## config.mk

```make
export PLATFORM = sky130hd
export DESIGN_NAME = led_current_frame_packer
export DESIGN_NICKNAME = d
export VERILOG_FILES = /design/src/hdl/lcfp_pkg.sv /design/src/hdl/lcfp_queue.sv /design/src/hdl/lcfp_front.sv /design/src/hdl/lcfp_back.sv /design/src/hdl/led_current_frame_packer.sv
export VERILOG_INCLUDE_DIRS = /design/src /design/src/hdl
export SDC_FILE = /design/constraint.sdc
export NUM_CORES = 1
export LEC_CHECK = 0
export BUFFER_PORTS_ARGS = -buffer_cell sky130_fd_sc_hd__clkbuf_2
export CAP_MARGIN = 40
export CORE_ASPECT_RATIO = 2
export CORE_UTILIZATION = 28
export DETAILED_ROUTE_END_ITERATION = 10
export GPL_TIMING_DRIVEN = 0
export PLACE_DENSITY = 0.46
export SLEW_MARGIN = 10
export SYNTH_ARGS = -nofsm -noshare
export SYNTH_HDL_FRONTEND = slang
export SYNTH_SLANG_ARGS = --single-unit
```

## constraint.sdc

```tcl
create_clock -name clock -period 7.4 [get_ports clock]
set_input_delay 0.74 -clock clock [delete_from_list [all_inputs] [get_ports clock]]
set_output_delay 0.74 -clock clock [all_outputs]
set_load 0.02 [all_outputs]
```

## src/hdl/led_current_frame_packer_defines.svh

```systemverilog
// Assertion macros shared by the frame packer modules.
// Each macro expects signals named clock and reset in the scope where it is used.
`ifndef LED_CURRENT_FRAME_PACKER_DEFINES_SVH
`define LED_CURRENT_FRAME_PACKER_DEFINES_SVH

// Same-cycle implication, checked outside reset.
`define LCFP_ASSERT_IMPLY(name, ante, cons) \
   name: assert property (@(posedge clock) disable iff (reset) (ante) |-> (cons)) \
      else $error("lcfp: implication check failed");

// Next-cycle implication, checked outside reset.
`define LCFP_ASSERT_NEXT(name, ante, cons) \
   name: assert property (@(posedge clock) disable iff (reset) (ante) |=> (cons)) \
      else $error("lcfp: next-cycle check failed");

`endif

```

## src/hdl/lcfp_pkg.sv

```systemverilog
`default_nettype none

package lcfp_pkg;

   // Geometry
   localparam int CHANNELS = 16;
   localparam int CH_W = 4;
   localparam int MAX_DEVICES_DEF = 16;
   localparam int DEVCNT_W = 5;
   localparam int PAD_W = 5;
   localparam int CMP_W = 8;

   // Configuration register indexes
   localparam logic CSR_FULL_SCALE = 1'b0;
   localparam logic CSR_DEVICE_COUNT = 1'b1;

   // Scaling
   localparam int PROD_W = 32;
   localparam int SCALE_SHIFT = 23;
   localparam logic [PROD_W:0] ROUND_HALF = (PROD_W + 1)'(1) << 22;
   localparam logic [8:0] NINE_BIT_MAX = 9'h1FF;

   // Frame header
   localparam int HDR_BYTES = 4;
   localparam logic [7:0] HDR_BROADCAST = 8'hBF;
   localparam logic [7:0] HDR_LEN = 8'd18;
   localparam logic [7:0] HDR_REG_HI = 8'h00;
   localparam logic [7:0] HDR_REG_LO = 8'h66;

   // Queue
   localparam int QUEUE_DEPTH = 4;
   localparam int QPTR_W = 2;
   localparam int QCNT_W = 3;

   typedef struct packed {
      logic [CH_W-1:0]     ch;
      logic [7:0]          low_byte;
      logic                hdr;
      logic                dump;
      logic [PAD_W-1:0]    pad;
      logic [CHANNELS-1:0] flags;
   } lcfp_entry_type;

   function automatic logic [7:0] bit_rev8(input logic [7:0] b);
      logic [7:0] r;
      for (int i = 0; i < 8; i++) begin
         r[7-i] = b[i];
      end
      return r;
   endfunction

   function automatic logic [7:0] hdr_byte(input logic [1:0] idx);
      logic [7:0] r;
      case (idx)
         2'd0:    r = HDR_BROADCAST;
         2'd1:    r = HDR_LEN;
         2'd2:    r = HDR_REG_HI;
         default: r = HDR_REG_LO;
      endcase
      return r;
   endfunction

endpackage

`default_nettype wire

```

## src/hdl/lcfp_queue.sv

```systemverilog
`default_nettype none

`include "led_current_frame_packer_defines.svh"

module lcfp_queue (
   input  wire logic                   clock,
   input  wire logic                   reset,
   input  wire logic                   push,
   input  wire lcfp_pkg::lcfp_entry_type push_entry,
   input  wire logic                   pop,
   output lcfp_pkg::lcfp_entry_type    pop_entry,
   output logic                        full,
   output logic                        empty
);
   import lcfp_pkg::*;

   lcfp_entry_type entry_ff [QUEUE_DEPTH];
   logic [QPTR_W-1:0] wr_ptr_ff, wr_ptr_in;
   logic [QPTR_W-1:0] rd_ptr_ff, rd_ptr_in;
   logic [QCNT_W-1:0] count_ff, count_in;

   assign full = (count_ff == QCNT_W'(QUEUE_DEPTH));
   assign empty = (count_ff == '0);
   assign pop_entry = entry_ff[rd_ptr_ff];

   always_comb begin
      wr_ptr_in = push ? wr_ptr_ff + 1'b1 : wr_ptr_ff;
      rd_ptr_in = pop ? rd_ptr_ff + 1'b1 : rd_ptr_ff;
      count_in = count_ff;
      if (push && !pop) begin
         count_in = count_ff + 1'b1;
      end else if (pop && !push) begin
         count_in = count_ff - 1'b1;
      end
   end

   always_ff @(posedge clock) begin
      if (reset) begin
         wr_ptr_ff <= '0;
         rd_ptr_ff <= '0;
         count_ff <= '0;
      end else begin
         wr_ptr_ff <= wr_ptr_in;
         rd_ptr_ff <= rd_ptr_in;
         count_ff <= count_in;
      end
   end

   always_ff @(posedge clock) begin
      if (push) begin
         entry_ff[wr_ptr_ff] <= push_entry;
      end
   end

   `LCFP_ASSERT_IMPLY(a_no_push_when_full, push, !full)
   `LCFP_ASSERT_IMPLY(a_count_bounded, 1'b1, count_ff <= QCNT_W'(QUEUE_DEPTH))

endmodule

`default_nettype wire

```

## src/hdl/lcfp_front.sv

```systemverilog
`default_nettype none

module lcfp_front #(
   parameter int MAX_DEVICES = lcfp_pkg::MAX_DEVICES_DEF
) (
   input  wire logic                          clock,
   input  wire logic                          reset,
   input  wire logic                          req_valid,
   output logic                               req_stall,
   input  wire logic [15:0]                   req_current_value,
   input  wire logic [15:0]                   full_scale,
   input  wire logic [lcfp_pkg::DEVCNT_W-1:0] device_count,
   output logic                               push,
   output lcfp_pkg::lcfp_entry_type           push_entry,
   input  wire logic                          queue_full
);
   import lcfp_pkg::*;

   localparam int DEV_W = (MAX_DEVICES > 1) ? $clog2(MAX_DEVICES) : 1;

   logic accept;
   logic [CH_W-1:0] chan_ff, chan_in;
   logic [DEV_W-1:0] dev_ff, dev_in;
   logic [CHANNELS-1:0] mask_ff, mask_in;
   logic stage_valid_ff, stage_valid_in;
   logic [PROD_W-1:0] stage_prod_ff, stage_prod_in;
   logic [CH_W-1:0] stage_ch_ff;
   logic stage_hdr_ff, stage_hdr_in;
   logic stage_dump_ff, stage_dump_in;
   logic [PAD_W-1:0] stage_pad_ff, stage_pad_in;

   logic [CMP_W-1:0] devs;
   logic [CMP_W-1:0] dev_next;
   logic last_dev;
   logic [PROD_W:0] rounded;
   logic [9:0] scaled;
   logic [8:0] value9;
   logic [CHANNELS-1:0] mask_base;

   assign req_stall = stage_valid_ff && queue_full;
   assign accept = req_valid && !req_stall;
   assign push = stage_valid_ff && !queue_full;

   // Classify on arrival with the chain length in force now
   always_comb begin
      if (device_count == '0) begin
         devs = CMP_W'(1);
      end else if (CMP_W'(device_count) > CMP_W'(MAX_DEVICES)) begin
         devs = CMP_W'(MAX_DEVICES);
      end else begin
         devs = CMP_W'(device_count);
      end
      dev_next = CMP_W'(dev_ff) + CMP_W'(1);
      last_dev = (dev_next >= devs);

      stage_prod_in = PROD_W'(req_current_value) * PROD_W'(full_scale);
      stage_hdr_in = (chan_ff == '0) && (dev_ff == '0);
      stage_dump_in = (chan_ff == CH_W'(CHANNELS - 1));
      stage_pad_in = (stage_dump_in && last_dev) ? PAD_W'(devs - CMP_W'(1)) : '0;

      chan_in = chan_ff;
      dev_in = dev_ff;
      if (accept) begin
         chan_in = chan_ff + 1'b1;
         if (stage_dump_in) begin
            dev_in = last_dev ? '0 : DEV_W'(dev_next);
         end
      end

      if (accept) begin
         stage_valid_in = 1'b1;
      end else if (push) begin
         stage_valid_in = 1'b0;
      end else begin
         stage_valid_in = stage_valid_ff;
      end
   end

   // Round, saturate and fold bit 8 into the flag mask
   always_comb begin
      rounded = {1'b0, stage_prod_ff} + ROUND_HALF;
      scaled = rounded[SCALE_SHIFT+9:SCALE_SHIFT];
      value9 = scaled[9] ? NINE_BIT_MAX : scaled[8:0];
      mask_base = (stage_ch_ff == '0) ? '0 : mask_ff;
      mask_in = mask_base | (CHANNELS'(value9[8]) << stage_ch_ff);

      push_entry.ch = stage_ch_ff;
      push_entry.low_byte = value9[7:0];
      push_entry.hdr = stage_hdr_ff;
      push_entry.dump = stage_dump_ff;
      push_entry.pad = stage_pad_ff;
      push_entry.flags = mask_in;
   end

   always_ff @(posedge clock) begin
      if (reset) begin
         chan_ff <= '0;
         dev_ff <= '0;
         mask_ff <= '0;
         stage_valid_ff <= 1'b0;
      end else begin
         chan_ff <= chan_in;
         dev_ff <= dev_in;
         stage_valid_ff <= stage_valid_in;
         if (push) begin
            mask_ff <= mask_in;
         end
      end
   end

   always_ff @(posedge clock) begin
      if (accept) begin
         stage_prod_ff <= stage_prod_in;
         stage_ch_ff <= chan_ff;
         stage_hdr_ff <= stage_hdr_in;
         stage_dump_ff <= stage_dump_in;
         stage_pad_ff <= stage_pad_in;
      end
   end

endmodule

`default_nettype wire

```

## src/hdl/lcfp_back.sv

```systemverilog
`default_nettype none

`include "led_current_frame_packer_defines.svh"

module lcfp_back (
   input  wire logic                    clock,
   input  wire logic                    reset,
   input  wire logic                    queue_empty,
   input  wire lcfp_pkg::lcfp_entry_type pop_entry,
   output logic                         pop,
   output logic                         rsp_valid,
   input  wire logic                    rsp_stall,
   output logic [7:0]                   rsp_out_byte,
   output logic                         rsp_run_last
);
   import lcfp_pkg::*;

   localparam logic [2:0] ST_IDLE = 3'd0;
   localparam logic [2:0] ST_HDR  = 3'd1;
   localparam logic [2:0] ST_FLAG = 3'd2;
   localparam logic [2:0] ST_LOW  = 3'd3;
   localparam logic [2:0] ST_PAD  = 3'd4;

   localparam logic [PAD_W-1:0] HDR_LAST = PAD_W'(HDR_BYTES - 1);
   localparam logic [PAD_W-1:0] FLAG_LAST = PAD_W'(1);
   localparam logic [PAD_W-1:0] LOW_LAST = PAD_W'(CHANNELS - 1);

   logic [2:0] state_ff, state_in;
   logic [PAD_W-1:0] cnt_ff, cnt_in;
   logic [CHANNELS-1:0] flags_ff;
   logic [PAD_W-1:0] pad_ff;
   logic [7:0] store_ff [CHANNELS];
   logic rsp_valid_ff, rsp_valid_in;
   logic [7:0] rsp_out_byte_ff, rsp_out_byte_in;
   logic rsp_run_last_ff, rsp_run_last_in;
   logic slot_free;
   logic emit;

   assign rsp_valid = rsp_valid_ff;
   assign rsp_out_byte = rsp_out_byte_ff;
   assign rsp_run_last = rsp_run_last_ff;

   assign pop = (state_ff == ST_IDLE) && !queue_empty;
   assign slot_free = !rsp_valid_ff || !rsp_stall;
   assign emit = (state_ff != ST_IDLE) && slot_free;

   always_comb begin
      state_in = state_ff;
      cnt_in = cnt_ff;
      rsp_out_byte_in = 8'h00;
      rsp_run_last_in = 1'b0;
      unique case (state_ff)
         ST_IDLE: begin
            cnt_in = '0;
            if (pop && pop_entry.hdr) begin
               state_in = ST_HDR;
            end else if (pop && pop_entry.dump) begin
               state_in = ST_FLAG;
            end
         end
         ST_HDR: begin
            rsp_out_byte_in = hdr_byte(cnt_ff[1:0]);
            rsp_run_last_in = (cnt_ff == HDR_LAST);
            if (emit) begin
               cnt_in = (cnt_ff == HDR_LAST) ? '0 : cnt_ff + 1'b1;
               state_in = (cnt_ff == HDR_LAST) ? ST_IDLE : ST_HDR;
            end
         end
         ST_FLAG: begin
            rsp_out_byte_in = (cnt_ff == '0) ? bit_rev8(flags_ff[7:0]) : bit_rev8(flags_ff[15:8]);
            if (emit) begin
               cnt_in = (cnt_ff == FLAG_LAST) ? '0 : cnt_ff + 1'b1;
               state_in = (cnt_ff == FLAG_LAST) ? ST_LOW : ST_FLAG;
            end
         end
         ST_LOW: begin
            rsp_out_byte_in = store_ff[cnt_ff[CH_W-1:0]];
            rsp_run_last_in = (cnt_ff == LOW_LAST) && (pad_ff == '0);
            if (emit) begin
               if (cnt_ff == LOW_LAST) begin
                  cnt_in = '0;
                  state_in = (pad_ff == '0) ? ST_IDLE : ST_PAD;
               end else begin
                  cnt_in = cnt_ff + 1'b1;
               end
            end
         end
         ST_PAD: begin
            rsp_run_last_in = (cnt_ff == pad_ff - 1'b1);
            if (emit) begin
               if (cnt_ff == pad_ff - 1'b1) begin
                  cnt_in = '0;
                  state_in = ST_IDLE;
               end else begin
                  cnt_in = cnt_ff + 1'b1;
               end
            end
         end
         default: begin
            state_in = ST_IDLE;
            cnt_in = '0;
         end
      endcase

      if (emit) begin
         rsp_valid_in = 1'b1;
      end else if (!rsp_stall) begin
         rsp_valid_in = 1'b0;
      end else begin
         rsp_valid_in = rsp_valid_ff;
      end
   end

   always_ff @(posedge clock) begin
      if (reset) begin
         state_ff <= ST_IDLE;
         cnt_ff <= '0;
         rsp_valid_ff <= 1'b0;
      end else begin
         state_ff <= state_in;
         cnt_ff <= cnt_in;
         rsp_valid_ff <= rsp_valid_in;
      end
   end

   always_ff @(posedge clock) begin
      if (pop) begin
         store_ff[pop_entry.ch] <= pop_entry.low_byte;
         flags_ff <= pop_entry.flags;
         pad_ff <= pop_entry.pad;
      end
      if (emit) begin
         rsp_out_byte_ff <= rsp_out_byte_in;
         rsp_run_last_ff <= rsp_run_last_in;
      end
   end

   `LCFP_ASSERT_IMPLY(a_pad_nonzero, state_ff == ST_PAD, pad_ff != '0)
   `LCFP_ASSERT_IMPLY(a_hdr_count, state_ff == ST_HDR, cnt_ff <= HDR_LAST)
   `LCFP_ASSERT_NEXT(a_hdr_start, pop && pop_entry.hdr, state_ff == ST_HDR && cnt_ff == '0)

endmodule

`default_nettype wire

```

## src/hdl/led_current_frame_packer.sv

```systemverilog
// LED current frame packer: takes one 16-bit channel current per transfer on the req_ channel,
// in physical channel order, 16 channels per driver device, and returns the bytes of a broadcast
// write frame on the rsp_ channel. Each value is scaled as (value * current_full_scale + 2^22)
// >> 23, clamped at 511. The first channel of a frame yields the header bytes 0xBF, 18, 0x00,
// 0x66; each device's last channel yields two flag bytes (bit 8 of channels 0-7 and 8-15, lowest
// channel in the MSB) and its 16 low bytes; the last device of the chain adds device_count-1 zero
// pad bytes. rsp_run_last marks the final byte caused by one input transfer; channels that cause
// no bytes produce nothing on rsp_. Write the csr_ registers (index 0 gain, index 1 device count,
// 0 treated as 1, values above MAX_DEVICES treated as MAX_DEVICES) only while the block is idle.
// Flow: the front end takes one transfer per cycle while req_stall is low, into a register stage
// (multiply) and a four-entry queue; the back end pops a queued channel only while idle and
// sends all bytes that channel causes before it pops the next, so the back end's byte sequencer
// limits throughput; req_stall rises only when the queue is full.
`default_nettype none

module led_current_frame_packer #(
   parameter int MAX_DEVICES = lcfp_pkg::MAX_DEVICES_DEF
) (
   input  wire logic        clock,
   input  wire logic        reset,
   // input channel
   input  wire logic        req_valid,
   output logic             req_stall,
   input  wire logic [15:0] req_current_value,
   // result channel
   output logic             rsp_valid,
   input  wire logic        rsp_stall,
   output logic [7:0]       rsp_out_byte,
   output logic             rsp_run_last,
   // configuration write port
   input  wire logic        csr_write_enable,
   input  wire logic        csr_index,
   input  wire logic [15:0] csr_write_data
);
   import lcfp_pkg::*;

   // Configuration registers
   logic [15:0] full_scale_ff, full_scale_in;
   logic [DEVCNT_W-1:0] device_count_ff, device_count_in;

   // Front to queue, queue to back
   logic push;
   lcfp_entry_type push_entry;
   logic queue_full;
   logic pop;
   lcfp_entry_type pop_entry;
   logic queue_empty;

   // Decode the write port; hold both registers otherwise
   always_comb begin
      full_scale_in = full_scale_ff;
      device_count_in = device_count_ff;
      if (csr_write_enable) begin
         unique case (csr_index)
            CSR_FULL_SCALE:   full_scale_in = csr_write_data;
            CSR_DEVICE_COUNT: device_count_in = csr_write_data[DEVCNT_W-1:0];
            default:          full_scale_in = full_scale_ff;
         endcase
      end
   end

   always_ff @(posedge clock) begin
      if (reset) begin
         full_scale_ff <= '0;
         device_count_ff <= DEVCNT_W'(1);
      end else begin
         full_scale_ff <= full_scale_in;
         device_count_ff <= device_count_in;
      end
   end

   // Front end: accept, scale, track channel/device position, build queue entries
   lcfp_front #(
      .MAX_DEVICES(MAX_DEVICES)
   ) u_front (
      .clock            (clock),
      .reset            (reset),
      .req_valid        (req_valid),
      .req_stall        (req_stall),
      .req_current_value(req_current_value),
      .full_scale       (full_scale_ff),
      .device_count     (device_count_ff),
      .push             (push),
      .push_entry       (push_entry),
      .queue_full       (queue_full)
   );

   // Decoupling queue: lets the front keep taking channels while bytes drain
   lcfp_queue u_queue (
      .clock     (clock),
      .reset     (reset),
      .push      (push),
      .push_entry(push_entry),
      .pop       (pop),
      .pop_entry (pop_entry),
      .full      (queue_full),
      .empty     (queue_empty)
   );

   // Back end: low-byte store and byte sequencer behind an output register
   lcfp_back u_back (
      .clock       (clock),
      .reset       (reset),
      .queue_empty (queue_empty),
      .pop_entry   (pop_entry),
      .pop         (pop),
      .rsp_valid   (rsp_valid),
      .rsp_stall   (rsp_stall),
      .rsp_out_byte(rsp_out_byte),
      .rsp_run_last(rsp_run_last)
   );

endmodule

`default_nettype wire
```

==> results of run 1 <==
sequential cells by signal, indices dropped and copies added (netlist names), 5 cells and up, named ones only:
name,count
u_back.store_ff,128
u_front.mask_ff,16
u_back.cnt_ff,5
u_back.pad_ff,5
u_back.rsp_out_byte,8
u_front.stage_prod_ff,10
u_front.stage_pad_ff,5
u_queue.entry_ff,140
u_back.flags_ff,16
device_count_ff,5
full_scale_ff,16
cell type report:
| class | count | area share [%] |
|---|---|---|
| Multi-Input combinational cell | 1163 | 42.6 |
| Sequential cell | 387 | 41.4 |
| Tap cell | 1057 | 5.01 |
| Clock buffer | 45 | 3.86 |
| Inverter | 246 | 3.50 |
| Timing Repair Buffer | 59 | 1.50 |
| Buffer | 80 | 1.36 |
| Clock inverter | 25 | 0.711 |
| Antenna cell | 1 | 0.00948 |
worst register-to-register path, stage by stage, from the launching register on:
cell       delay [ps]
dfxtp_1           300
clkbuf_1          340
clkbuf_1          580
nand2_1           180
fa_1              570
inv_1              50
fa_1              480
fa_1              570
fa_1              440
fa_1              460
ha_1              300
ha_1              330
a211oi_1          280
o211ai_1          400
a2111oi_0         520
o31a_1            280
o211a_1           360
o21ai_1           180
xor2_1            160
cell families after synthesis:
group | synth area share (%)
AO/OA/AOI/OAI | 4.57
multiplexers | 7.91
flip-flops | 46.6
buffers and inverters | 5.47
adder cells (fa/ha/maj) | 23.3
AND/OR/NAND/NOR | 11.1
XOR/XNOR | 1.04
per-layer routing:
layer	vias up	wire, microns
met2	272	35200
met1	7171	19600
met4	0	3150
met3	121	1570
li1	6613	-
met5	-	0
cells in the final DEF (no fill, tap or decap), types with 48 or more instances in the layout:
cell type | netlist | final
inv_1 | 244 | 244
nor2_1 | 94 | 94
mux4_2 | 71 | 71
edfxtp_1 | 319 | 319
ha_1 | 126 | 126
fa_1 | 194 | 194
clkbuf_2 | 0 | 48
dfxtp_1 | 68 | 68
clkbuf_1 | 63 | 66
and2_1 | 122 | 122
a21oi_1 | 77 | 77
nand2_1 | 228 | 228
how the worst max path moves through the flow:
stage	from	to	slack, ps	cells past startpoint
finish	full_scale_ff[7]	u_front.stage_prod_ff[29]	330	18
global route	full_scale_ff[9]	u_front.stage_prod_ff[26]	10	22
CTS	full_scale_ff[8]	u_front.stage_prod_ff[29]	90	18
detailed placement	req_current_value[10]	u_front.stage_prod_ff[29]	-120	18
global placement	req_current_value[15]	u_front.stage_prod_ff[29]	-130	18
floorplan	req_current_value[7]	u_front.stage_prod_ff[26]	1380	21
through the flow:
stage          area (sq um)  std cells  total power [mW]
3_3_place_gp          25000       2981              4.56
3_5_place_dp          25200       2993              4.63
6_report              26400       3063              6.42
2_1_floorplan         23500       1877              4.01
5_1_grt               26400       3062              6.80
4_1_cts               26400       3063              6.55
repair_timing:
action,4_1_cts,5_1_grt
hold buffers,0,0
setup buffers,0,0
endpoints found under the hold margin,0,0
setup endpoints to repair,0,1
power by group through the flow:
stage / clock, mW / sequential [mW] / combinational, mW
after detailed placement: 0 / 2.90 / 1.72
after global routing: 2.04 / 2.88 / 1.88
final: 1.89 / 2.86 / 1.68
after floorplan: 0 / 2.90 / 1.11
after global placement: 0 / 2.90 / 1.67
after CTS: 1.96 / 2.86 / 1.73
==> summary.md, run 1 <==
| Metric | Value |
|---|---|
| Unrepaired setup endpoints after global routing | false |
| All-Layer GR Usage | 14.5% |
| Min-Delay Path Class | in -> reg |
| Vias | between 10k and 15k |
| CP required | 7690 ps |
| Netlist cell types | 67 |
| Share of cells above drive strength 1 | between 10% and 20% |
| Flop2flop setup slack | between 300 and 400 ps |
| CTS buffer count | 39 |
| Nets | 2334 |
| Comb pwr share | around a quarter |
| Post-layout util | 31.9% |
| Most common cell in the netlist | edfxtp_1 |
| Worst-skew pair later-pin latency | 570 ps |
| Routed vias/inst | 4.63 |
| Yosys top cell area share | 40.8% |
| Yosys top cell by area | edfxtp_1 |
| CP cell instances | clkbuf_1, clkbuf_1, nand2_1, fa_1, inv_1, fa_1, fa_1, fa_1, fa_1, ha_1, ha_1, a211oi_1, o211ai_1, a2111oi_0, o31a_1, o211a_1, o21ai_1, xor2_1 |
| Post-synthesis average cell area | 12.5 sq um |
| Clk buf depth | 3 |
| Die Y | between 400 and 500 microns |
| Final setup viols | 0 |
| Initial antenna violation count | 0 |
| Most common cell on crit path | fa_1 |
| CTS tree | yes |
| Worst setup EP type | register |
| GRT met3 Usage | 1.79% |
| Lkg Pwr | 10.3 nW |
| Max FO, Critical Path | 10 |
| Worst slew margin | about two fifths |
| H-Tree Depth | 2 |
| Post-synth EDFFs | ~320 |
| First-pass GRT wire length | approximately 92000 microns |
| Crit Path Category | reg -> reg |
| Switch share | 31.3% |
| WHS | 387 ps |
| Hold Path Cell Cnt | 3 |
| Core Box Area | 0.0828 sq mm |
| Post-synth top cells | edfxtp_1 (319), inv_1 (244), nand2_1 (228) |
| Net Sw Power | 2.01 mW |
| Slew Limit Fails | 0 |
| WL/cell | 19.4 microns |
| Max IR drop VDD | 0.000151 V |
| Power Internal | 4.42 mW |
| Initial Util | roughly 28% |
| Critical Path AT | 7370 ps |
| Cells after synthesis | about 1.9k |
| Largest net degree at the start of global routing | 28 |
| Slew of the pin with the lowest slew margin | 871 ps |
| Final period util | 95.6% |
| Outcome | complete, no violations |
| Ys flop type | edfxtp_1 |
| Post-synthesis sequential area ratio | 46.6% |
| Worst path top cell family by delay | adder cells |
| Post-DRT Antenna Nets | 0 |
| Syn. warnings | 0 |
| Max incr delay on CP | 580 ps |
| Synth area leaders | edfxtp_1 (41%), fa_1 (17%), mux4_2 (6.8%), ha_1 (6.7%), dfxtp_1 (5.8%) |
| Fin crit period | 7070 ps |
| Syn nets | 2235 |
| FF-to-FF Start | full_scale_ff[7] |
| Clk sinks | 387 |
| GRT met1 Usage | 13.3% |
| Post-CTS resize count | 0 |
| Clock skew | between 20 and 25 ps |
| Max Cap Violations | 0 |
| Number of buffers added on ports | 47 |
| DR iter-0 viols | 658 |
| Multi-input logic area | 0.0113 sq mm |
| Clock transition at path regs | 60 ps |
| Clock share of power | 29.4% |
| Slowest-stage cell, CP | clkbuf_1 |
| R2r endpoint | u_front.stage_prod_ff[29] |
| Startpoint Class | register |
| Area Overhead vs Synth | 12.5% |
| Worst Setup Slack, final | 327 ps |
| Setup WS pre-CTS | -119 ps |
| Sequential share of power | 44.5% |
| P per Cell Area | 243 mW/mm^2 |
| Hold endpoint | full_scale_ff[6] |
| Die X | roughly 210 microns |
| Number of global-route vias before repair | ~16k |
| Top Usage Layer GRT | met2 |
| Worst Hold Launch | csr_write_data[6] |
| IO Pins | 49 |
| DRC Markers | 0 |
| Synth Cell Area | 0.0235 sq mm |
| Die Area | 0.0851 sq mm |
| Setup TNS | 0 ps |
| Reg area | 0.0109 sq mm |
| Post-DP HPWL | about 48000 microns |
| Grt met2 use | between 20 and 30% |
| Fill cells | 8445 |
| Placer congestion estimate | 0.878 |
| Final hold violations | 0 |
| Buf/Inv on CP | 3 |
| FF-to-FF path depth | 18 |
| GRT overflow | 0 |
| Maximum clock frequency | ~140 MHz |
| Number of synthesized register bits | 387 |
| DR pass1 iterations | 7 |
| Asr flop ratio synth | 0% |
| Cell row count | 149 |
| Clock root cell | clkbuf_16 |
| Routed WL | 59500 microns |
Power figures use the tool's default switching activity.
==> run 2: changes to the inputs <==
- ABC_AREA: default -> 1
- REMOVE_ABC_BUFFERS: default -> 1
- SLEW_MARGIN: 10 -> default
==> run 2 against run 1 <==
Critical path depth rose by 2. Synthesized cell count rose by 43%. Register-to-register slack improved by 960 ps. Utilization fell by 0.18 points. Die area rose by 6.0%. Power rose by 26%. First-iteration DRC count rose by 13%. Worst hold slack improved by 5.3 ps. Clock power rose by 6%. Final area rose by 5.8%. Critical endpoint is now u_front.stage_prod_ff[27].
==> summary.md, run 2 <==
| Metric | Value |
|---|---|
| Outcome | complete, no violations |
| Most frequent cells in the layout | nand2_1 (527), inv_1 (464), edfxtp_1 (319) |
| H-Tree Depth | 2 (unchanged) |
| Initial antenna violation count | 0 (unchanged) |
| Top flop regs | u_queue.entry_ff: 140 flops, u_back.store_ff: 128 flops |
| Fin crit period | 6110 ps (-960 ps) |
| Area Overhead vs Synth | 12.2% |
| Max IR drop VDD | 0.000194 V (+28%) |
| Slowest-stage cell, CP | dfxtp_1 |
| Clock transition at path regs | 60 ps (about the same) |
| CP cell instances | nand2_1, fa_1, inv_1, fa_1, inv_1, fa_1, inv_1, fa_1, fa_1, inv_1, fa_1, inv_1, ha_1, nand2_1, o21ai_0, nand2_1, a21oi_1, nor2_1, nand3_1, nand2_1 |
| Initial Util | 28.3% (-0.094 points) |
| DRC Markers | 0 (unchanged) |
| Most common cell after layout, fill and taps aside | nand2_1 |
| Asr flop ratio synth | 0% (unchanged) |
| WL/cell | 17.0 microns (-13%) |
| Lkg Pwr | 12.4 nW (+20%) |
| Slew Limit Fails | 0 (unchanged) |
| All-Layer GR Usage | 15.0% (+0.52 points) |
| FF-to-FF Start | full_scale_ff[7] |
| Post-DRT Antenna Nets | 0 (unchanged) |
| Cell row count | 154 (+3.4%) |
| First-pass GRT wire length | 102000 microns (+12%) |
| Post-synth EDFFs | 319 (unchanged) |
| Routed vias/inst | 4.52 (-2.4%) |
| Crit Path Category | reg -> reg |
| Number of global-route vias before repair | 18.6k (+18%) |
| Post-synthesis sequential area ratio | 44.0% (-2.6 points) |
| Max reg flops | 140 (unchanged) |
| Clk sinks | 387 (unchanged) |
| Post-synthesis average cell area | 9.31 sq um (-26%) |
| CTS tree | yes |
| Final setup viols | 0 (unchanged) |
| Design Power | 8.07 mW (+26%) |
| Yosys top cell by area | edfxtp_1 |
| Max Cap Violations | 0 (unchanged) |
| Number of synthesized register bits | 387 (unchanged) |
| Die X | 213 microns (+2.9%) |
| Routed WL | 65800 microns (+11%) |
| Placer congestion estimate | 0.838 (-4.5%) |
| CTS buffer count | 38 (-2.6%) |
| Worst slew margin | 38.0% (-3.7 points) |
| Slew of the pin with the lowest slew margin | 930 ps (+58.9 ps) |
| CP required | 7710 ps (+20 ps) |
| Yosys top cell area share | 38.5% (-2.3 points) |
| Postcts setup bufs | 0 (unchanged) |
| Synth Cell Area | 0.0249 sq mm (+6.0%) |
| Ys flop type | edfxtp_1 |
| Number of buffers added on ports | 48 (+2.1%) |
| Worst Hold Launch | csr_write_data[14] |
| Min-Delay Path Class | in -> reg |
| Max FO, Critical Path | 17 (+7) |
| Netlist cell types | 50 (-25%) |
| P per Cell Area | 289 mW/mm^2 (+19%) |
| Worst-skew pair later-pin latency | 590 ps (+20 ps) |
| Critical Path AT | 6420 ps (-950 ps) |
| Max incr delay on CP | 890 ps (+310 ps) |
| Post-CTS resize count | 0 (unchanged) |
| Most common cell on crit path | fa_1 |
| Antenna fix cells | 0 (-1) |
| Worst path top cell family by delay | adder cells |
| Die Area | 0.0902 sq mm (+6.0%) |
| Setup TNS | 0 ps (unchanged) |
| Vias | 17.5k (+23%) |
| CTS Hold Bufs | 0 (unchanged) |
| Unrepaired setup endpoints after global routing | false |
| Cells after synthesis | 2675 (+43%) |
| Largest net degree at the start of global routing | 74 (+160%) |
| Share of cells above drive strength 1 | 7.77% (-3.0 points) |
| DR pass1 iterations | 5 (-2) |
| GRT overflow | 0 (unchanged) |
| Worst setup EP type | register |
| Largest Register | u_queue.entry_ff |
| Post-DP HPWL | 50700 microns (+5.1%) |
| IO Pins | 49 (unchanged) |
| Syn. warnings | 0 (unchanged) |
| Most common cell in the netlist | nand2_1 |
| Die Y | 424 microns (+3.0%) |
| Final hold violations | 0 (unchanged) |
| Final period util | 82.6% (-13 points) |
| DR iter-0 viols | 745 (+13%) |
| Startpoint Class | register |
| Maximum clock frequency | 164 MHz (+16%) |
| Core Box Area | 0.0881 sq mm (+6.4%) |
| Post-synth top cells | nand2_1 (527), inv_1 (464), edfxtp_1 (319) |
| Buf/Inv on CP | 5 (+2) |
| Nets | 3034 (+30%) |
| Critical path origin | full_scale_ff[7] |
| Clock skew | 39.3 ps (+17.8 ps) |
| Clock root cell | clkbuf_16 |
| Clk buf depth | 3 (unchanged) |
| Synth area leaders | edfxtp_1 (38%), fa_1 (16%), nand2_1 (7.9%), inv_1 (7.0%), ha_1 (6.3%) |
run 2: changes by cell type in the layout (fill, tap and decap cells not counted), moves of 13 or more:
cell      before  now
nand2_1      228  527
inv_1        244  464
nor2_1        94  297
o21ai_0       21  146
and2_1       122    0
nand3_1       21   95
mux4_2        71    0
clkbuf_1      66    9
o21ai_1        2   57
o22ai_1       10   45
inv_2          1   26
o211ai_1       5   19
mux2i_1       13    0
run 2: final timing paths:
kind | end | slack [ps] | depth (start not counted)
hold / removal | full_scale_ff[14] | 390 | 3
setup reg to reg | u_front.stage_prod_ff[27] | 1290 | 20
setup / recovery | u_front.stage_prod_ff[27] | 1290 | 20
hold reg to reg | register | 470 | 2
run 2: stage by stage:
step / std cells / util [%] / instance area [sq um] / hold slack [ps] / worst slack, ps
3_5_place_dp: 3805 / 30.2 / 26600 / 456 / 1060
2_1_floorplan: 2554 / - / 24400 / 444 / 2130
6_report: 3874 / 31.7 / 27900 / 393 / 1290
5_1_grt: 3874 / 31.7 / 27900 / 385 / 1070
4_1_cts: 3873 / 31.7 / 27900 / 358 / 1320
3_3_place_gp: 3772 / 29.6 / 26100 / 457 / 1060
run 2: power by group:
| group | internal [mW] | switching, mW |
|---|---|---|
| Sequential | 2.87 | 0.196 |
| Clock | 1.15 | 0.849 |
| Combinational | 0.976 | 2.03 |
| Total | 5.00 | 3.08 |
run 2: layer usage:
layer	GRT usage [%]	part of all wire, %	vias up
li1	-	-	8522
met1	13.9	34	8538
met2	31.3	59	295
met3	1.47	2.6	138
met4	7.17	4.6	0
met5	0	0	-
run 2: worst register-to-register path: stages (launching register included):
cell	delay, ps
dfxtp_1	890
nand2_1	210
fa_1	570
inv_1	50
fa_1	490
inv_1	60
fa_1	550
inv_1	60
fa_1	460
fa_1	490
inv_1	50
fa_1	470
inv_1	40
ha_1	300
nand2_1	140
o21ai_0	410
nand2_1	140
a21oi_1	260
nor2_1	100
nand3_1	90
nand2_1	60
run 2: kinds of logic (layout without fill, tap and decap cells):
group	Yosys count	after routing	synth area share, %
AND/OR/NAND/NOR	977	977	16.0
buffers and inverters	614	643	9.47
flip-flops	387	387	44.0
AO/OA/AOI/OAI	368	368	8.33
adder cells (fa/ha/maj)	320	320	21.9
XOR/XNOR	9	9	0.317
run 2: cell type report:
cell class	instances	area [sq um]
timing repair buffer	82	742
fill	9239	60100
inverter	493	1850
sequential	387	10900
multi-input combinational	1674	11600
tap	1170	1460
clock inverter	20	288
clock buffer	48	998
